--- src/rtl/core/priority_scheduler_with_aging_assert.svh ---
// Assertion macros used by the scheduler controller (psa_ctrl).
// Needs a clk and an arst_n in the scope where a macro is used.
`ifndef PRIORITY_SCHEDULER_WITH_AGING_ASSERT_SVH
`define PRIORITY_SCHEDULER_WITH_AGING_ASSERT_SVH

// Property that holds in the same cycle (or any implication written inline).
`define PSA_ASSERT(lbl, prop, msg) \
	lbl: assert property (@(posedge clk) disable iff (!arst_n) (prop)) else $error(msg);

// Condition in one cycle implies another in the next cycle.
`define PSA_ASSERT_NEXT(lbl, cond, nxt) \
	lbl: assert property (@(posedge clk) disable iff (!arst_n) (cond) |=> (nxt)) \
		else $error("next-cycle check failed");

`endif

--- src/rtl/core/psa_pkg.sv ---
// Shared types and constants of the aging priority scheduler.
// No dependencies; used by psa_cell, psa_ctrl and the top level.
`timescale 1ns / 1ps
package psa_pkg;

	localparam int MAX_JOBS = 64;
	localparam int SLOT_W   = $clog2(MAX_JOBS);

	localparam logic [6:0] PRI_MAX     = 7'd99;
	localparam logic [6:0] PRI_MIN     = 7'd1;
	localparam logic [6:0] DEMOTE_STEP = 7'd20;

	localparam logic REQ_ARRIVAL = 1'b0;
	localparam logic REQ_TICK    = 1'b1;

	localparam logic [2:0] EV_ACCEPT = 3'd0;
	localparam logic [2:0] EV_REJECT = 3'd1;
	localparam logic [2:0] EV_RUN    = 3'd2;
	localparam logic [2:0] EV_TERM   = 3'd3;
	localparam logic [2:0] EV_DEMOTE = 3'd4;
	localparam logic [2:0] EV_IDLE   = 3'd5;

	localparam logic CFG_AGE_INTERVAL = 1'b0;
	localparam logic CFG_TIME_QUANTUM = 1'b1;

	typedef struct packed {
		logic        req_type;
		logic [15:0] job_id;
		logic [15:0] burst;
		logic [6:0]  priority_req;
		logic [6:0]  age_step;
	} req_t;

	typedef struct packed {
		logic [2:0]  event_res;
		logic [15:0] job_id_res;
		logic [6:0]  new_priority;
		logic [31:0] tick;
		logic [31:0] turnaround;
		logic [31:0] wait_res;
		logic        last;
	} res_t;

	typedef enum logic [2:0] {
		CMD_NONE,
		CMD_NEW,
		CMD_CLEAR,
		CMD_DEMOTE,
		CMD_START
	} cmd_op_t;

	// Broadcast from the controller to every cell.
	typedef struct packed {
		cmd_op_t           op;
		logic [SLOT_W-1:0] slot;
		logic [15:0]       id;
		logic [6:0]        prio;
		logic [15:0]       remaining;
		logic [31:0]       arrival;
		logic [6:0]        step;
		logic              age_en;
		logic              run_valid;
		logic [SLOT_W-1:0] run_slot;
		logic [15:0]       interval;
	} cmd_t;

	// Best candidate so far, handed from cell to cell.
	typedef struct packed {
		logic              found;
		logic [6:0]        prio;
		logic [15:0]       id;
		logic [SLOT_W-1:0] slot;
		logic [15:0]       remaining;
		logic [15:0]       orig;
		logic [31:0]       arrival;
	} carry_t;

endpackage

--- src/rtl/core/psa_cell.sv ---
// One job slot of the scheduler: holds the entry, ages it, and passes the
// running best candidate to the next cell. Depends on psa_pkg.
`timescale 1ns / 1ps
module psa_cell (
	input  logic                       clk,
	input  logic                       arst_n,
	input  logic [psa_pkg::SLOT_W-1:0] idx,
	input  psa_pkg::cmd_t              cmd,
	input  psa_pkg::carry_t            carry_in,
	output psa_pkg::carry_t            carry_out,
	output logic                       valid
);

	logic        valid_q;
	logic [15:0] id_q;
	logic [6:0]  prio_q;
	logic [15:0] age_q;
	logic [15:0] rem_q;
	logic [15:0] orig_q;
	logic [31:0] arr_q;
	logic [6:0]  step_q;
	psa_pkg::carry_t carry_q;

	logic        hit;
	logic        waiting;
	logic [15:0] age_inc;
	logic [7:0]  pri_sum;
	logic        take_own;

	assign hit     = (cmd.slot == idx);
	assign waiting = valid_q && !(cmd.run_valid && cmd.run_slot == idx);
	assign age_inc = age_q + 16'd1;
	assign pri_sum = {1'b0, prio_q} + {1'b0, step_q};

	assign take_own = valid_q && (!carry_in.found || prio_q > carry_in.prio ||
		(prio_q == carry_in.prio && id_q < carry_in.id));

	always_ff @(posedge clk or negedge arst_n) begin
		if (!arst_n) begin
			valid_q       <= 1'b0;
			carry_q.found <= 1'b0;
		end else begin
			if (take_own) begin
				carry_q <= '{found: 1'b1, prio: prio_q, id: id_q, slot: idx,
					remaining: rem_q, orig: orig_q, arrival: arr_q};
			end else begin
				carry_q <= carry_in;
			end
			if (hit) begin
				case (cmd.op)
					psa_pkg::CMD_NEW: begin
						valid_q <= 1'b1;
						id_q    <= cmd.id;
						prio_q  <= cmd.prio;
						age_q   <= '0;
						rem_q   <= cmd.remaining;
						orig_q  <= cmd.remaining;
						arr_q   <= cmd.arrival;
						step_q  <= cmd.step;
					end
					psa_pkg::CMD_CLEAR: valid_q <= 1'b0;
					psa_pkg::CMD_DEMOTE: begin
						prio_q <= cmd.prio;
						age_q  <= '0;
						rem_q  <= cmd.remaining;
					end
					psa_pkg::CMD_START: age_q <= '0;
					default: ;
				endcase
			end
			if (cmd.age_en && waiting) begin
				if (cmd.interval != '0 && age_inc == cmd.interval) begin
					age_q  <= '0;
					prio_q <= (pri_sum > {1'b0, psa_pkg::PRI_MAX}) ? psa_pkg::PRI_MAX
						: pri_sum[6:0];
				end else begin
					age_q <= age_inc;
				end
			end
		end
	end

	assign carry_out = carry_q;
	assign valid     = valid_q;

endmodule

--- config.mk ---
export PLATFORM = sky130hd
export DESIGN_NAME = psa_cell
export DESIGN_NICKNAME = d
export VERILOG_FILES = /design/src/rtl/core/priority_scheduler_with_aging_assert.svh /design/src/rtl/core/psa_pkg.sv /design/src/rtl/core/psa_cell.sv
export SDC_FILE = /design/constraint.sdc
export NUM_CORES = 1
export LEC_CHECK = 0
export BUFFER_PORTS_ARGS = -buffer_cell sky130_fd_sc_hd__buf_2
export CAP_MARGIN = 5
export CORE_MARGIN = 2
export CORE_UTILIZATION = 30
export DETAILED_ROUTE_END_ITERATION = 10
export HOLD_SLACK_MARGIN = 0.15
export SLEW_MARGIN = 20
export SYNTH_ARGS = -nofsm -noshare
export SYNTH_HDL_FRONTEND = slang
export SYNTH_SLANG_ARGS = --single-unit
--- constraint.sdc ---
create_clock -name clk -period 9.1 [get_ports clk]
set_input_delay 1.82 -clock clk [delete_from_list [all_inputs] [get_ports clk]]
set_output_delay 1.82 -clock clk [all_outputs]
set_load 0.02 [all_outputs]
==> impl_metrics.py, run 1 <==
metrics = {
    "outcome": {
        "status": "completed",
    },
    "timing": {
        "max_slew_margin_pct": 28.2,
        "skew_ns": 0.0224,
        "timing.setup.tns_ns": 0,
        "clock.fmax_ghz": 0.218,
        "setup_ws_ns": 4.51,
        "hold_viol": 0,
        "period_minus_slack_ns": 4.59,
        "worst_pin_slew_ns": 1.08,
        "period_share_pct": 50.5,
        "rsz0062_at_grt": "false",
        "setup-violations-final": 0,
        "finalMaxSlewViolations": 0,
    },
    "setup_path": {
        "cpMaxStageDelayCell": "buf_4",
        "cp_cell_sequence": "buf_2, inv_1, ha_1, and4_1, nand4_1, a211o_1, a211oi_1, o21ai_0, a41oi_4, buf_4, mux2_2",
        "reg2reg_depth": 9,
        "path_buf_inv": 3,
        "cp_max_fo": 70,
        "endpoint_kind": "flip-flop",
        "arrival_ns": 4.87,
        "start_kind": "input port",
        "cp.required_ns": 9.37,
        "crit_cells": 11,
        "max_stage_delay_ns": 0.72,
        "critPathKind": "in -> reg",
        "crit_family": "compound AO/OA/AOI/OAI gates",
    },
    "detailed_routing": {
        "drc_errors": 0,
        "vias_per_cell": 4.60,
        "ant_nets": 0,
        "via_count": 6234,
        "drt-pass1-iter-count": 5,
        "wl_per_cell_um": 18.1,
        "wirelength_um": 24600,
        "drtIter0Drc": 338,
    },
    "grt": {
        "antenna_found_initial": 8,
        "grt_first_pass_wirelength_um": 36700,
        "grt_max_degree": 72,
        "grtUsageTotal_pct": 14.4,
        "grt_pass1_vias": 6377,
        "grt.overflow.total": 0,
    },
    "synthesis": {
        "avgSynthCellArea_um2": 15.6,
        "yosysMostFrequentCell": "edfxtp_1",
        "yosysTopAreaCell": "edfxtp_1",
        "synth_top_area_share_pct": 64.2,
        "ys.flop_type": "edfxtp_1",
        "yosysSeqAreaShare_pct": 64.7,
        "synthDistinctLibCells": 64,
        "synth_seq_cells": 205,
        "synth_edf_count": 203,
        "syn_area_um2": 9500,
        "async_flop_share_pct": 0.976,
        "ys_warn_count": 0,
        "synth_commonest_cells": "edfxtp_1, mux2_2, nor2_1",
        "yosys-top-cells-area": "edfxtp_1, mux2_2, ha_1",
        "syn_nets": 853,
        "syn_inst": 609,
    },
    "placement": {
        "numPortBuffers": 307,
        "hpwl_um": 17900,
        "gp_congestion": 0.804,
        "pre_cts_slack_ns": 3.96,
    },
    "final_layout": {
        "layout-drive-gt1-share_pct": 48.5,
        "num-fill-cells": 3024,
        "synthToLayoutAreaGrowth_pct": 29.5,
        "final_nets": 1175,
    },
    "clock_network": {
        "clk_pin_slew_worst_paths_ns": 0.06,
        "clock-sinks": 205,
        "numCtsBuffers": 24,
        "post_cts_buffers": 0,
        "hold_buffers": 0,
        "cts_resized": 0,
        "root_buffer": "clkbuf_16",
        "cts_tree": "built",
        "ctsHtreeMaxLevel": 1,
        "clkLatencyLatePin_ns": 0.53,
        "clockBufferDepth": 3,
    },
    "die": {
        "coreArea_um2": 31400,
        "die_h_um": 182,
        "io_pins": 308,
        "start_util_pct": 30.2,
        "die_area_um2": 33100,
        "die_w_um": 182,
        "row_count": 65,
    },
    "worst_hold_path": {
        "hold_depth": 1,
        "holdCritPathClass": "reg -> reg",
    },
    "run": {
        "drv_cap": 0,
    },
    "power": {
        "power_density_nw_per_um2": 181,
        "irDropWorstVdd_mv": 0.139,
        "p_leak_nw": 4.86,
    },
}
logic make-up (layout without fill, tap and decap cells):
logic type,Yosys count,in the layout,synth area share [%]
other,0,4,0
muxes,108,108,12.6
and+or+nand+nor,110,110,6.87
xor gates and xnor gates,44,44,4.37
DFF,205,205,64.7
buffers and inverters,48,387,2.27
AOI/OAI and AO/OA,63,63,4.99
adders and majority gates,31,31,4.16
placed cells by master, fill, tap and decap left out, drive strengths merged, types with 13 or more instances in the layout:
cell type / instances
mux2i: 15
inv: 31
edfxtp: 203
clkbuf: 26
clkinv: 14
xor2: 13
nor2: 33
ha: 30
o21ai: 14
buf: 313
xnor2: 29
mux2: 93
nand2: 16
layer usage:
metal | up-vias | global-route usage [%] | wire length [µm]
li1 | 2985 | - | -
met1 | 2983 | 17.1 | 9860
met2 | 216 | 24.8 | 12000
met3 | 42 | 4.91 | 2140
met4 | 8 | 4.00 | 502
met5 | - | 0 | 59
sequential cells by signal, indices dropped and copies added, names as in the netlist:
signal,count
orig_q,16
valid,1
id_q,16
carry_out,94
prio_q,7
age_q,16
rem_q,16
step_q,7
arr_q,32
power breakdown:
group / internal [mW] / switching, mW
Clock: 0.567 / 0.386
Combinational: 0.0869 / 0.105
Sequential: 1.07 / 0.00936
per-stage QoR:
| stage | cells | hold slack (ns) | total power [mW] | area (µm²) | utilization [%] |
|---|---|---|---|---|---|
| final | 1354 | 0.543 | 2.22 | 12300 | 39.2 |
| after global routing | 1353 | 0.555 | 2.31 | 12300 | 39.2 |
| after CTS | 1350 | 0.544 | 2.26 | 12300 | 39.1 |
| after detailed placement | 1307 | 0.532 | 1.29 | 11500 | 36.7 |
| after global placement | 1307 | 0.525 | 1.29 | 11500 | 36.7 |
| after floorplan | 609 | 0.523 | 1.19 | 9500 | - |
cell type report:
cell class | instances | area [µm²] | area share (%)
Antenna cell | 4 | 10.0 | 0.0814
Tap cell | 402 | 503 | 4.09
Inverter | 31 | 116 | 0.947
Sequential cell | 205 | 6150 | 50.0
Multi-Input combinational cell | 356 | 3160 | 25.7
Timing Repair Buffer | 313 | 1580 | 12.9
Clock buffer | 26 | 608 | 4.95
Clock inverter | 17 | 168 | 1.36
worst paths after layout:
path                                startpoint                      end  slack [ns]
setup / recovery                  carry_in[88]  carry_out[33]$_DFFE_PP_        4.51
setup reg to reg           prio_q[1]$_DFFE_PP_  carry_out[33]$_DFFE_PP_        5.41
hold / removal             arr_q[12]$_DFFE_PP_  carry_out[12]$_DFFE_PP_        0.54
max in group asynchronous               arst_n        valid$_DFFE_PN0P_        6.46
min in group asynchronous               arst_n  carry_out[93]$_DFF_PN0_        2.12
hold reg to reg            arr_q[12]$_DFFE_PP_  carry_out[12]$_DFFE_PP_        0.54
Power figures use the tool's default switching activity.
==> run 2: changes to the inputs <==
==> constraint.sdc (replaced) <==
create_clock -name clk -period 4.1 [get_ports clk]
set_input_delay 0.82 -clock clk [delete_from_list [all_inputs] [get_ports clk]]
set_output_delay 0.82 -clock clk [all_outputs]
set_load 0.02 [all_outputs]
==> run 2 against run 1 <==
Clock-buffer cell count increased by 1. Routed wire length increased by 4.3%. Sequential cell count unchanged. Worst setup slack got worse by 3.7 ns.
==> impl_metrics.py, run 2 (synthesis results as in run 1) <==
metrics = {
    "power": {
        "clock_power_share_pct": 42.6,
        "seq_power_share_pct": 48.7,
        "p_leak_nw": 4.88,
        "p_int_mw": 3.77,
        "power_density_nw_per_um2": 397,
        "power_switching_mw": 1.15,
        "irDropWorstVdd_mv": 0.337,
        "pwr-share-comb_pct": 8.8,
        "switching_share_pct": 23.4,
    },
    "die": {
        "die_area_um2": 33100,
        "start_util_pct": 30.2,
        "die_w_um": 182,
        "io_pins": 308,
        "die_h_um": 182,
        "row_count": 65,
        "coreArea_um2": 31400,
    },
    "timing": {
        "timing.setup.tns_ns": 0,
        "period_share_pct": 80.7,
        "clock.fmax_ghz": 0.302,
        "setup-violations-final": 0,
        "hold_viol": 0,
        "worst_pin_slew_ns": 0.820,
        "rsz0062_at_grt": "false",
        "finalMaxSlewViolations": 0,
        "hold_slack_ns": 0.463,
        "max_slew_margin_pct": 45.4,
        "period_minus_slack_ns": 3.31,
        "skew_ns": 0.0221,
    },
    "final_layout": {
        "num-fill-cells": 3020,
        "seq_area_um2": 6150,
        "final_nets": 1180,
        "synthToLayoutAreaGrowth_pct": 30.4,
        "layout-drive-gt1-share_pct": 48.7,
        "final_cells": 1361,
        "final_common_cell": "buf_2",
        "final_cell_mix": "buf_2, edfxtp_1, mux2_2",
        "finalInstanceArea_um2": 12400,
        "fin_util_pct": 39.4,
        "largest_reg_flops": 94,
        "multi_input_area_um2": 3160,
    },
    "setup_path": {
        "cp_cell_sequence": "ha_1, and4_1, nand4_1, a211o_1, a211oi_1, o21ai_0, a41oi_4, buf_12, buf_12, mux2_2",
        "cp.required_ns": 4.38,
        "critPathKind": "reg -> reg",
        "path_buf_inv": 2,
        "arrival_ns": 3.59,
        "max_stage_delay_ns": 0.49,
        "reg2reg_depth": 10,
        "crit_cells": 10,
        "crit_family": "compound AO/OA/AOI/OAI gates",
        "start_kind": "flip-flop",
        "cp_max_fo": 27,
        "crit_top_cell": "buf_12",
        "cpMaxStageDelayCell": "edfxtp_1",
        "endpoint_kind": "flip-flop",
    },
    "outcome": {
        "status": "completed",
    },
    "clock_network": {
        "hold_buffers": 0,
        "clkLatencyLatePin_ns": 0.53,
        "numCtsBuffers": 24,
        "post_cts_buffers": 0,
        "cts_resized": 0,
        "root_buffer": "clkbuf_16",
        "clock-sinks": 205,
        "ctsHtreeMaxLevel": 1,
        "clockBufferDepth": 3,
        "clk_pin_slew_worst_paths_ns": 0.06,
        "cts_tree": "built",
    },
    "grt": {
        "grt.overflow.total": 0,
        "antenna_found_initial": 9,
        "grt_pass1_vias": 6480,
        "grt_max_degree": 72,
        "grt_first_pass_wirelength_um": 38000,
        "grtUsageTotal_pct": 15.1,
    },
    "placement": {
        "numPortBuffers": 307,
        "hpwl_um": 18900,
        "dp.cells": 1312,
        "gp_congestion": 0.830,
        "placed_area_um2": 11600,
    },
    "detailed_routing": {
        "drc_errors": 0,
        "drtIter0Drc": 331,
        "via_count": 6286,
        "wirelength_um": 25600,
        "vias_per_cell": 4.62,
        "drt-pass1-iter-count": 5,
        "ant_nets": 0,
        "wl_per_cell_um": 18.8,
    },
    "worst_hold_path": {
        "hold_depth": 1,
        "holdCritPathClass": "in -> reg",
    },
    "run": {
        "drv_cap": 0,
    },
}
-- run 2: per-layer routing --
metal	track usage, %	part of all wire [%]
met1	18.0	40
met2	25.5	49
met3	4.83	8.0
met4	5.29	2.5
met5	0	0.17
-- run 2: worst paths after layout --
kind | from | endpoint | slack, ns
setup / recovery | prio_q[1]$_DFFE_PP_ | carry_out[42]$_DFFE_PP_ | 0.79
hold / removal | cmd[94] | id_q[8]$_DFFE_PP_ | 0.46
setup reg to reg | prio_q[1]$_DFFE_PP_ | carry_out[42]$_DFFE_PP_ | 0.79
hold reg to reg | arr_q[7]$_DFFE_PP_ | carry_out[7]$_DFFE_PP_ | 0.54
max in group asynchronous | arst_n | valid$_DFFE_PN0P_ | 3.16
min in group asynchronous | arst_n | carry_out[93]$_DFF_PN0_ | 0.51
-- run 2: stage by stage --
stage | power, mW | worst slack (ns)
global route | 5.12 | 0.578
CTS | 5.01 | 0.774
global placement | 2.87 | 0.415
floorplan | 2.63 | 0.171
detailed placement | 2.87 | 0.380
finish | 4.92 | 0.790
-- run 2: power groups by stage --
stage          clock [mW]  combinational (mW)  sequential (mW)
2_1_floorplan           0               0.133             2.50
5_1_grt              2.25               0.472             2.40
3_5_place_dp            0               0.436             2.44
4_1_cts              2.18               0.439             2.39
3_3_place_gp            0               0.431             2.44
6_report             2.09               0.431             2.39
-- run 2: cell type report --
type                    count  area share, %
multi-input cells         356           25.6
flip-flops and latches    205           49.6
inverters                  31          0.940
well taps                 402           4.06
clock inverters            17           1.24
clock buffers              27           4.94
diodes                      5          0.101
repair buffers            318           13.5
