$ cat config.mk
export PLATFORM = sky130hd
export DESIGN_NAME = psa_ctrl
export DESIGN_NICKNAME = d
export VERILOG_FILES = /design/src/rtl/core/psa_pkg.sv /design/src/rtl/core/psa_ctrl.sv
export VERILOG_INCLUDE_DIRS = /design/src /design/src/rtl/core
export SDC_FILE = /design/constraint.sdc
export NUM_CORES = 1
export LEC_CHECK = 0
export ABC_AREA = 0
export BUFFER_PORTS_ARGS = -buffer_cell sky130_fd_sc_hd__buf_2
export CAP_MARGIN = 15
export CORE_MARGIN = 2
export CORE_UTILIZATION = 58
export CTS_BUF_LIST = sky130_fd_sc_hd__clkbuf_8
export CTS_CLUSTER_SIZE = 25
export DETAILED_ROUTE_END_ITERATION = 10
export GPL_ROUTABILITY_DRIVEN = 0
export PLACE_DENSITY = 0.82
export SKIP_LAST_GASP = 1
export SYNTH_ARGS = -nofsm -noshare
export SYNTH_HDL_FRONTEND = slang
export SYNTH_SLANG_ARGS = --single-unit
export TNS_END_PERCENT = 1
$ cat constraint.sdc
create_clock -name clk -period 30.7 [get_ports clk]
set_input_delay 1.535 -clock clk [delete_from_list [all_inputs] [get_ports clk]]
set_output_delay 1.535 -clock clk [all_outputs]
set_load 0.01 [all_outputs]
$ cat src/rtl/core/priority_scheduler_with_aging_assert.svh
// Assertion macros used by the scheduler controller (psa_ctrl).
// Needs a clk and an arst_n in the scope where a macro is used.
`ifndef PRIORITY_SCHEDULER_WITH_AGING_ASSERT_SVH
`define PRIORITY_SCHEDULER_WITH_AGING_ASSERT_SVH

// Property that holds in the same cycle (or any implication written inline).
`define PSA_ASSERT(lbl, prop, msg) \
	lbl: assert property (@(posedge clk) disable iff (!arst_n) (prop)) else $error(msg);

// Condition in one cycle implies another in the next cycle.
`define PSA_ASSERT_NEXT(lbl, cond, nxt) \
	lbl: assert property (@(posedge clk) disable iff (!arst_n) (cond) |=> (nxt)) \
		else $error("next-cycle check failed");

`endif

$ cat src/rtl/core/psa_pkg.sv
// Shared types and constants of the aging priority scheduler.
// No dependencies; used by psa_cell, psa_ctrl and the top level.
`timescale 1ns / 1ps
package psa_pkg;

	localparam int MAX_JOBS = 64;
	localparam int SLOT_W   = $clog2(MAX_JOBS);

	localparam logic [6:0] PRI_MAX     = 7'd99;
	localparam logic [6:0] PRI_MIN     = 7'd1;
	localparam logic [6:0] DEMOTE_STEP = 7'd20;

	localparam logic REQ_ARRIVAL = 1'b0;
	localparam logic REQ_TICK    = 1'b1;

	localparam logic [2:0] EV_ACCEPT = 3'd0;
	localparam logic [2:0] EV_REJECT = 3'd1;
	localparam logic [2:0] EV_RUN    = 3'd2;
	localparam logic [2:0] EV_TERM   = 3'd3;
	localparam logic [2:0] EV_DEMOTE = 3'd4;
	localparam logic [2:0] EV_IDLE   = 3'd5;

	localparam logic CFG_AGE_INTERVAL = 1'b0;
	localparam logic CFG_TIME_QUANTUM = 1'b1;

	typedef struct packed {
		logic        req_type;
		logic [15:0] job_id;
		logic [15:0] burst;
		logic [6:0]  priority_req;
		logic [6:0]  age_step;
	} req_t;

	typedef struct packed {
		logic [2:0]  event_res;
		logic [15:0] job_id_res;
		logic [6:0]  new_priority;
		logic [31:0] tick;
		logic [31:0] turnaround;
		logic [31:0] wait_res;
		logic        last;
	} res_t;

	typedef enum logic [2:0] {
		CMD_NONE,
		CMD_NEW,
		CMD_CLEAR,
		CMD_DEMOTE,
		CMD_START
	} cmd_op_t;

	// Broadcast from the controller to every cell.
	typedef struct packed {
		cmd_op_t           op;
		logic [SLOT_W-1:0] slot;
		logic [15:0]       id;
		logic [6:0]        prio;
		logic [15:0]       remaining;
		logic [31:0]       arrival;
		logic [6:0]        step;
		logic              age_en;
		logic              run_valid;
		logic [SLOT_W-1:0] run_slot;
		logic [15:0]       interval;
	} cmd_t;

	// Best candidate so far, handed from cell to cell.
	typedef struct packed {
		logic              found;
		logic [6:0]        prio;
		logic [15:0]       id;
		logic [SLOT_W-1:0] slot;
		logic [15:0]       remaining;
		logic [15:0]       orig;
		logic [31:0]       arrival;
	} carry_t;

endpackage

$ cat src/rtl/core/psa_ctrl.sv
// Sequencer of the scheduler: takes transactions, runs the tick steps,
// drives the cell commands and the output register. Depends on psa_pkg.
`timescale 1ns / 1ps
`include "priority_scheduler_with_aging_assert.svh"
module psa_ctrl (
	input  logic                          clk,
	input  logic                          arst_n,
	input  logic                          in_valid,
	output logic                          in_stall,
	input  psa_pkg::req_t                 in_data,
	output logic                          out_valid,
	input  logic                          out_stall,
	output psa_pkg::res_t                 out_data,
	input  logic                          cfg_we,
	input  logic                          cfg_idx,
	input  logic [15:0]                   cfg_data,
	input  logic [psa_pkg::MAX_JOBS-1:0]  cell_valid,
	input  psa_pkg::carry_t               best,
	output psa_pkg::cmd_t                 cmd
);

	typedef enum logic [2:0] {
		ST_IDLE, ST_RUN, ST_SCAN, ST_START, ST_AGE, ST_EMIT0, ST_EMIT1
	} state_t;

	state_t state_q;
	logic [15:0] age_interval_q, time_quantum_q;
	logic        run_valid_q;
	logic [psa_pkg::SLOT_W-1:0] run_slot_q;
	logic [15:0] run_id_q;
	logic [6:0]  run_prio_q;
	logic [15:0] run_rem_q, run_orig_q;
	logic [31:0] run_arr_q;
	logic [15:0] quantum_q;
	logic [31:0] tick_q;
	psa_pkg::res_t res_q [2];
	logic [1:0]  nres_q;
	logic [psa_pkg::SLOT_W-1:0] scan_q;
	logic        out_valid_q;
	psa_pkg::res_t out_q;

	logic        accept, out_free, req_ok, free_found, load_out;
	logic [psa_pkg::SLOT_W-1:0] free_slot;
	logic [15:0] rem_dec;
	logic [31:0] ta, wt;
	logic [6:0]  demoted;
	logic        do_term, do_demote;

	assign in_stall = (state_q != ST_IDLE);
	assign accept   = in_valid && !in_stall;
	assign out_free = !out_valid_q || !out_stall;
	assign load_out = (state_q == ST_EMIT0 || state_q == ST_EMIT1) && out_free;
	assign req_ok   = in_data.burst != '0 && in_data.priority_req >= psa_pkg::PRI_MIN &&
		in_data.priority_req <= psa_pkg::PRI_MAX && in_data.age_step != '0;

	// lowest free slot
	always_comb begin
		free_found = 1'b0;
		free_slot  = '0;
		for (int i = psa_pkg::MAX_JOBS - 1; i >= 0; i--) begin
			if (!cell_valid[i]) begin
				free_found = 1'b1;
				free_slot  = psa_pkg::SLOT_W'(i);
			end
		end
	end

	assign rem_dec   = run_rem_q - 16'd1;
	assign ta        = tick_q - run_arr_q;
	assign wt        = ta - {16'd0, run_orig_q};
	assign demoted   = (run_prio_q > psa_pkg::DEMOTE_STEP + psa_pkg::PRI_MIN)
		? run_prio_q - psa_pkg::DEMOTE_STEP : psa_pkg::PRI_MIN;
	assign do_term   = run_valid_q && rem_dec == '0;
	assign do_demote = run_valid_q && !do_term && time_quantum_q != '0 &&
		quantum_q == time_quantum_q;

	always_comb begin
		cmd           = '0;
		cmd.op        = psa_pkg::CMD_NONE;
		cmd.run_valid = run_valid_q;
		cmd.run_slot  = run_slot_q;
		cmd.interval  = age_interval_q;
		unique case (state_q)
			ST_IDLE: begin
				if (accept && in_data.req_type == psa_pkg::REQ_ARRIVAL && req_ok &&
					free_found) begin
					cmd.op        = psa_pkg::CMD_NEW;
					cmd.slot      = free_slot;
					cmd.id        = in_data.job_id;
					cmd.prio      = in_data.priority_req;
					cmd.remaining = in_data.burst;
					cmd.arrival   = tick_q;
					cmd.step      = in_data.age_step;
				end
			end
			ST_RUN: begin
				cmd.slot = run_slot_q;
				if (do_term) begin
					cmd.op = psa_pkg::CMD_CLEAR;
				end else if (do_demote) begin
					cmd.op        = psa_pkg::CMD_DEMOTE;
					cmd.prio      = demoted;
					cmd.remaining = rem_dec;
				end
			end
			ST_START: begin
				cmd.slot = best.slot;
				if (best.found) cmd.op = psa_pkg::CMD_START;
			end
			ST_AGE: cmd.age_en = 1'b1;
			default: ;
		endcase
	end

	always_ff @(posedge clk or negedge arst_n) begin
		if (!arst_n) begin
			state_q        <= ST_IDLE;
			age_interval_q <= 16'd10;
			time_quantum_q <= 16'd10;
			run_valid_q    <= 1'b0;
			run_slot_q     <= '0;
			quantum_q      <= '0;
			tick_q         <= '0;
			nres_q         <= '0;
			scan_q         <= '0;
			out_valid_q    <= 1'b0;
		end else begin
			if (cfg_we) begin
				case (cfg_idx)
					psa_pkg::CFG_AGE_INTERVAL: age_interval_q <= cfg_data;
					psa_pkg::CFG_TIME_QUANTUM: time_quantum_q <= cfg_data;
					default: ;
				endcase
			end
			if (load_out) out_valid_q <= 1'b1;
			else if (!out_stall) out_valid_q <= 1'b0;
			unique case (state_q)
				ST_IDLE: begin
					if (accept) begin
						if (in_data.req_type == psa_pkg::REQ_ARRIVAL) begin
							res_q[0] <= '{event_res: (req_ok && free_found)
								? psa_pkg::EV_ACCEPT : psa_pkg::EV_REJECT,
								job_id_res: in_data.job_id,
								new_priority: (req_ok && free_found)
								? in_data.priority_req : 7'd0,
								tick: tick_q, turnaround: '0, wait_res: '0, last: 1'b1};
							nres_q  <= 2'd1;
							state_q <= ST_EMIT0;
						end else begin
							nres_q    <= '0;
							quantum_q <= quantum_q + 16'd1;
							state_q   <= ST_RUN;
						end
					end
				end
				ST_RUN: begin
					scan_q <= '0;
					if (run_valid_q) run_rem_q <= rem_dec;
					if (do_term) begin
						res_q[0] <= '{event_res: psa_pkg::EV_TERM, job_id_res: run_id_q,
							new_priority: 7'd0, tick: tick_q, turnaround: ta,
							wait_res: wt, last: 1'b0};
						nres_q      <= 2'd1;
						run_valid_q <= 1'b0;
						quantum_q   <= '0;
						state_q     <= ST_SCAN;
					end else if (do_demote) begin
						res_q[0] <= '{event_res: psa_pkg::EV_DEMOTE, job_id_res: run_id_q,
							new_priority: demoted, tick: tick_q, turnaround: '0,
							wait_res: '0, last: 1'b0};
						nres_q      <= 2'd1;
						run_valid_q <= 1'b0;
						quantum_q   <= '0;
						state_q     <= ST_SCAN;
					end else if (run_valid_q) begin
						state_q <= ST_AGE;
					end else begin
						state_q <= ST_SCAN;
					end
				end
				ST_SCAN: begin
					// let the candidate ripple through every cell
					scan_q <= scan_q + 1'b1;
					if (scan_q == psa_pkg::SLOT_W'(psa_pkg::MAX_JOBS - 1)) state_q <= ST_START;
				end
				ST_START: begin
					if (best.found) begin
						run_valid_q <= 1'b1;
						run_slot_q  <= best.slot;
						run_id_q    <= best.id;
						run_prio_q  <= best.prio;
						run_rem_q   <= best.remaining;
						run_orig_q  <= best.orig;
						run_arr_q   <= best.arrival;
						quantum_q   <= '0;
						res_q[nres_q[0]] <= '{event_res: psa_pkg::EV_RUN,
							job_id_res: best.id, new_priority: best.prio, tick: tick_q,
							turnaround: '0, wait_res: '0, last: 1'b1};
						nres_q <= nres_q + 2'd1;
					end else if (nres_q == '0) begin
						res_q[0] <= '{event_res: psa_pkg::EV_IDLE, job_id_res: '0,
							new_priority: '0, tick: tick_q, turnaround: '0,
							wait_res: '0, last: 1'b1};
						nres_q <= 2'd1;
					end else begin
						res_q[0].last <= 1'b1;
					end
					state_q <= ST_AGE;
				end
				ST_AGE: begin
					tick_q  <= tick_q + 32'd1;
					state_q <= (nres_q == '0) ? ST_IDLE : ST_EMIT0;
				end
				ST_EMIT0: begin
					if (out_free) begin
						out_q   <= res_q[0];
						state_q <= (nres_q == 2'd2) ? ST_EMIT1 : ST_IDLE;
					end
				end
				ST_EMIT1: begin
					if (out_free) begin
						out_q   <= res_q[1];
						state_q <= ST_IDLE;
					end
				end
				default: state_q <= ST_IDLE;
			endcase
		end
	end

	assign out_valid = out_valid_q;
	assign out_data  = out_q;

	`PSA_ASSERT(a_emit1_two, (state_q == ST_EMIT1) |-> (nres_q == 2'd2), "second result missing")
	`PSA_ASSERT(a_run_slot_live, (run_valid_q && state_q == ST_IDLE) |-> cell_valid[run_slot_q], "running slot empty")
	`PSA_ASSERT_NEXT(a_arrival_one, accept && in_data.req_type == psa_pkg::REQ_ARRIVAL, state_q == ST_EMIT0 && nres_q == 2'd1)

endmodule

==> results.yml, run 1 <==
placement:
  placed_area_mm2: 0.0290
  numPortBuffers: 462
  dp_cells: 3054
  hpwl_um: 48900
synth:
  yosys_register_bits: 555
  yosysWarnings: 0
  ys.flop_type: "edfxtp_1"
  async_flop_share_pct: 17.8
  syn_inst: 2041
  synth_fp_nets: 2326
  syn_area_per_cell_um2: 12.7
  yosysSeqAreaShare_pct: 62.3
  synth_edf_count: 456
  ys_types: 86
  synth_area_mm2: 0.0260
hold_path:
  holdPathStages: 1
  min_path_type: "flop to flop"
  holdCritStartpoint: "scan_q[5]"
  hold_end: "scan_q[5]"
final_layout:
  multiInputGateArea_mm2: 0.00928
  final-seq-area_mm2: 0.0162
  fillers: 2991
  layout_commonest_cell: "buf_2"
  fin_nets: 2840
  final_area_mm2: 0.0307
  drive_gt1_share_pct: 30.6
  final_cells: 3230
  syn_to_final_growth_pct: 18.4
  final_cell_mix: "buf_2, edfxtp_1, nand2_1"
run_status:
  status: "complete, no violations"
run:
  maxCapViolCount: 0
critical_path:
  arrival_ns: 4.57
  endpoint_kind: "output port"
  r2r_setup_slack_ns: 25.04
  crit_required_ns: 29.17
  worstReg2RegStart: "tick_q[0]"
  start_kind: "flop"
  rr_endpoint: "res_q[1][28]"
  ff2ff_path_depth: 19
  cp_max_fo: 21
  worst-setup-path-type: "flop to output port"
drt:
  drc_errors: 0
  vias: 18922
  viasPerCell: 5.86
  ant_nets: 0
  first_pass_iters: 6
  routed_wl_um: 68400
  drt_iter0_drc: 1796
  routedWlPerCell_um: 21.2
power:
  p_comb_share_pct: 3.4
  p_sw_share_pct: 21.9
  switchingPower_uw: 323
  power.leakage_uw: 0.0124
  p_seq_share_pct: 55.5
  p_clk_share_pct: 41.1
  ir_worst_vdd_v: 0.0000386
  p_per_area_mw_per_mm2: 48.1
  p_int_uw: 1160
die:
  io_pins: 463
  die_height_um: 216
  core_mm2: 0.0442
  dieArea_mm2: 0.0465
  start_util_pct: 58.7
  row_count: 77
  fp.dieW_um: 216
cts:
  cts.sinks: 555
  cts_tree: "done"
  cts_setup_buffers: 0
  ctsHtreeMaxLevel: 3
  holdBufCountCts: 0
  clkTransAtPathRegs_ns: 0.06
  clockBufferDepth: 3
  cts_buffers: 89
  cts-root-buf: "clkbuf_8"
  insertion_delay_ns: 0.69
  ctsResizeCount: 0
sta:
  finalHoldViolations: 0
  setup_viol: 0
  slew_violations: 0
  max_freq_mhz: 164
  timing.slew.headroom_pct: 22.2
  period_share_pct: 19.9
  fin_setup_tns_ns: 0
  fin_crit_ns: 6.10
  rsz0062_at_grt: "false"
  worst-slew-pin-transition_ns: 1.17
  finClkSkew_ns: 0.0396
global_routing:
  grt_pass1_vias: 19012
  grt_max_degree: 95
  grt_use_total_pct: 29.2
  grt_overflow_total: 0
  grt_first_pass_wirelength_um: 104000
  antenna_found_initial: 12
[worst max path at each step]
stage,start,cells after the start,endpoint,slack [ns]
6_report,run_rem_q[0],9,cmd[78],24.60
5_1_grt,run_rem_q[0],8,cmd[78],24.44
4_1_cts,run_rem_q[0],8,cmd[79],24.68
3_5_place_dp,in_data[10],10,cmd[103],24.96
3_3_place_gp,in_data[10],10,cmd[103],25.06
2_1_floorplan,arst_n,3,res_q[0][100],3.96
[critical path, stage by stage, from the launching register on]
cell      delay [ns]
edfxtp_1        0.51
inv_1           0.11
ha_1            0.22
or4b_1          0.65
nor3_1          0.30
xnor2_1         0.20
and4_1          0.32
or3_1           0.69
o21ai_0         0.66
buf_2           0.25
[Yosys cell counts (14+ instances only)]
| cell type | count | area [um2] |
|---|---|---|
| a21oi_1 | 79 | 395 |
| and3_1 | 15 | 93.8 |
| o21ai_0 | 111 | 556 |
| nor4_1 | 22 | 138 |
| nand2b_1 | 16 | 100 |
| inv_1 | 85 | 319 |
| nand3_1 | 43 | 215 |
| xnor2_1 | 80 | 701 |
| nor2_1 | 160 | 601 |
| nand4_1 | 36 | 225 |
| nor2b_1 | 32 | 200 |
| clkbuf_1 | 44 | 165 |
| mux2_2 | 157 | 1770 |
| dfrtp_1 | 95 | 2380 |
| edfxtp_1 | 456 | 13700 |
| ha_1 | 56 | 701 |
| nand2_1 | 164 | 616 |
| and2_1 | 74 | 463 |
| nor3_1 | 39 | 195 |
| a31oi_1 | 14 | 87.6 |
| mux2i_1 | 18 | 180 |
| xor2_1 | 37 | 324 |
[power groups by stage]
stage	Clock (uW)	Combinational [uW]	Sequential (uW)
6_report	608	50.8	820
5_1_grt	649	54.7	820
4_1_cts	617	50.1	820
3_5_place_dp	0	49.9	835
3_3_place_gp	0	47.8	835
2_1_floorplan	0	17.5	836
[registers in the layout (all words and copies together), names as in the netlist]
register / flops
age_interval_q: 16
run_slot_q: 6
out_valid: 1
tick_q: 32
run_orig_q: 16
time_quantum_q: 16
run_id_q: 16
scan_q: 6
run_arr_q: 32
run_prio_q: 7
run_rem_q: 16
state_q: 3
out_data: 123
run_valid_q: 1
nres_q: 2
quantum_q: 16
res_q: 246
[logic make-up (layout without fill, tap and decap cells)]
group                    Yosys count  count (layout)  share of synthesized area [%]
multiplexers                     175             175                           7.50
flip-flops                       555             555                           62.3
other                              0              11                              0
XOR/XNOR                         118             118                           4.01
AND/OR/NAND/NOR                  657             657                           12.9
adder cells (fa/ha/maj)           58              58                           2.85
AO/OA/AOI/OAI                    334             334                           8.31
buffers and inverters            144             730                           2.14
[stage by stage]
stage                     power [uW]  hold slack [ns]  util, %  setup slack (ns)
final                           1480            0.497     69.5             24.60
after global routing            1520            0.523     69.5             24.44
after CTS                       1490            0.500     69.3             24.68
after detailed placement         885            0.487     65.5             24.96
after global placement           883            0.486     65.5             25.06
after floorplan                  853            0.458        -              3.96
[layer usage]
layer | up-vias | share of wire (%) | track usage (%)
met5 | - | 0.018 | 0
met4 | 2 | 6.3 | 18.6
met3 | 229 | 7.0 | 5.99
met2 | 963 | 51 | 50.5
met1 | 9119 | 36 | 33.2
li1 | 8609 | - | -
[final cells by class]
cell class	count	area share [%]
clock buffer	93	4.16
clock inverter	70	1.39
antenna	11	0.0896
tap	592	2.41
sequential	555	52.6
timing repair buffer	480	8.05
multi-input combinational	1342	30.2
inverter	87	1.06
Note: power is estimated with default switching activity, not from simulation.
==> run 2, diff against run 1 <==
clock period = 5.8 ns   (was 30.7 ns; I/O delays follow)
==> run 2 against run 1 <==
Compared with the run above: final cell count is 3.6% higher; highest routed layer unchanged; non-clock buffer count is 115 higher; critical path depth is 10 higher; sequential power grew to 5.3 times the previous value; register-to-register slack worse by 25 ns; hold slack worse by 0.42 ns; clock power grew to 5.4 times the previous value.
==> results.yml, run 2 (synthesis results as in run 1) <==
hold_path:
  holdPathStages: 3
  min_path_type: "input port to flop"
  holdCritStartpoint: "in_data[40]"
  hold_end: "res_q[0][114]"
placement:
  placed_area_mm2: 0.0290
  numPortBuffers: 462
  post-place-ws_ns: 0.230
  hpwl_um: 48000
global_routing:
  antenna_found_initial: 11
  grt_use_total_pct: 30.2
  grt_first_pass_wirelength_um: 107000
  grt_overflow_total: 0
  grt_pass1_vias: 19570
  grt_max_degree: 125
sta:
  rsz0062_at_grt: "false"
  setup_viol: 0
  finalWorstSetupSlack_ns: 0.435
  timing.slew.headroom_pct: 25.2
  slew_violations: 0
  period_share_pct: 92.5
  holdWs_ns: 0.0773
  worst-slew-pin-transition_ns: 1.12
  max_freq_mhz: 186
  finClkSkew_ns: 0.0397
  finalHoldViolations: 0
  fin_crit_ns: 5.37
drt:
  drc_errors: 0
  viasPerCell: 5.79
  first_pass_iters: 9
  drt_iter0_drc: 1741
  routed_wl_um: 70400
  vias: 19363
  ant_nets: 0
  routedWlPerCell_um: 21.0
final_layout:
  final-seq-area_mm2: 0.0162
  syn_to_final_growth_pct: 23.2
  drive_gt1_share_pct: 29.5
  layout_commonest_cell: "buf_2"
  final_area_mm2: 0.0320
  largest_reg_flops: 246
  regMostFlops: "res_q"
  fin_nets: 2956
  final_cell_mix: "buf_2, edfxtp_1, nand2_1"
  multiInputGateArea_mm2: 0.00931
  fillers: 2838
cts:
  clockBufferDepth: 3
  cts_buffers: 90
  clkTransAtPathRegs_ns: 0.06
  cts_tree: "done"
  ctsHtreeMaxLevel: 3
  cts-root-buf: "clkbuf_8"
  insertion_delay_ns: 0.70
  cts.sinks: 555
critical_path:
  worstReg2RegStart: "tick_q[0]"
  arrival_ns: 5.74
  crit_required_ns: 6.18
  cp_max_fo: 6
  endpoint_kind: "flop"
  ff2ff_path_depth: 19
  r2r_setup_slack_ns: 0.43
  worst-setup-path-type: "flop to flop"
  rr_endpoint: "res_q[0][32]"
  start_kind: "flop"
power:
  power.leakage_uw: 0.0130
  p_per_area_mw_per_mm2: 249
  ir_worst_vdd_v: 0.000201
run_status:
  status: "complete, no violations"
die:
  io_pins: 463
  die_height_um: 216
  row_count: 77
  fp.dieW_um: 216
  start_util_pct: 58.7
  dieArea_mm2: 0.0465
  core_mm2: 0.0442
run:
  maxCapViolCount: 0
## run 2: area by class of cell
cell class              instances  share of cell area [%]
repair buffers                595                    11.4
clock buffers                  95                    4.09
diodes                          8                  0.0626
inverters                      87                    1.02
well taps                     592                    2.32
flip-flops and latches        555                    50.6
multi-input cells            1342                    29.1
clock inverters                73                    1.40
## run 2: stage by stage
step	total power, uW	util (%)	instances	setup TNS [ns]
finish	7950	72.3	3347	0
global route	8190	72.3	3346	0
CTS	7990	72.2	3337	0
detailed placement	4690	65.7	3056	0
global placement	4670	65.7	3056	0
floorplan	4520	-	2041	-725.84
## run 2: power breakdown
| group | switching (uW) | total, uW | internal (uW) |
|---|---|---|---|
| logic | 163 | 339 | 176 |
| clock network | 1560 | 3270 | 1710 |
| registers | 29.4 | 4340 | 4310 |
| total | 1750 | 7950 | 6200 |
## run 2: worst max path at each step
| stage | to | cells after the start | slack (ns) | start |
|---|---|---|---|---|
| after detailed placement | res_q[0][28] | 19 | 0.23 | tick_q[0] |
| after global routing | res_q[0][28] | 21 | 0.04 | tick_q[0] |
| after floorplan | res_q[0][100] | 7 | -4.88 | state_q[2] |
| after global placement | res_q[0][28] | 19 | 0.37 | tick_q[0] |
| final | res_q[0][32] | 19 | 0.43 | tick_q[0] |
| after CTS | res_q[0][28] | 19 | 0.22 | tick_q[0] |
## run 2: repair_timing
item                                    4_1_cts  5_1_grt
endpoints found under the setup margin        0       12
gates resized for setup                       0        2
buffers inserted                              0        0
hold buffers                                113        0
hold endpoints to repair                    215        0
## run 2: per-layer routing
layer | GRT usage, % | part of all wire, %
met5 | 0 | 0.084
met4 | 21.6 | 7.5
met3 | 6.69 | 6.6
met2 | 51.8 | 50
met1 | 33.2 | 36
## run 2: worst max-delay path, cell delays in order, from the launching register on
cell	delay, ns
dfrtp_1	0.43
inv_1	0.12
ha_1	0.18
inv_1	0.05
fa_1	0.42
a211oi_1	0.29
o21ai_1	0.22
and2_1	0.22
or3_1	0.31
a21oi_1	0.18
xnor2_1	0.15
ha_1	0.31
a211o_1	0.30
nor4_2	0.25
o31ai_1	0.16
and2_1	0.20
or4b_1	0.69
nor2_1	0.29
a31o_2	0.21
a21oi_1	0.08
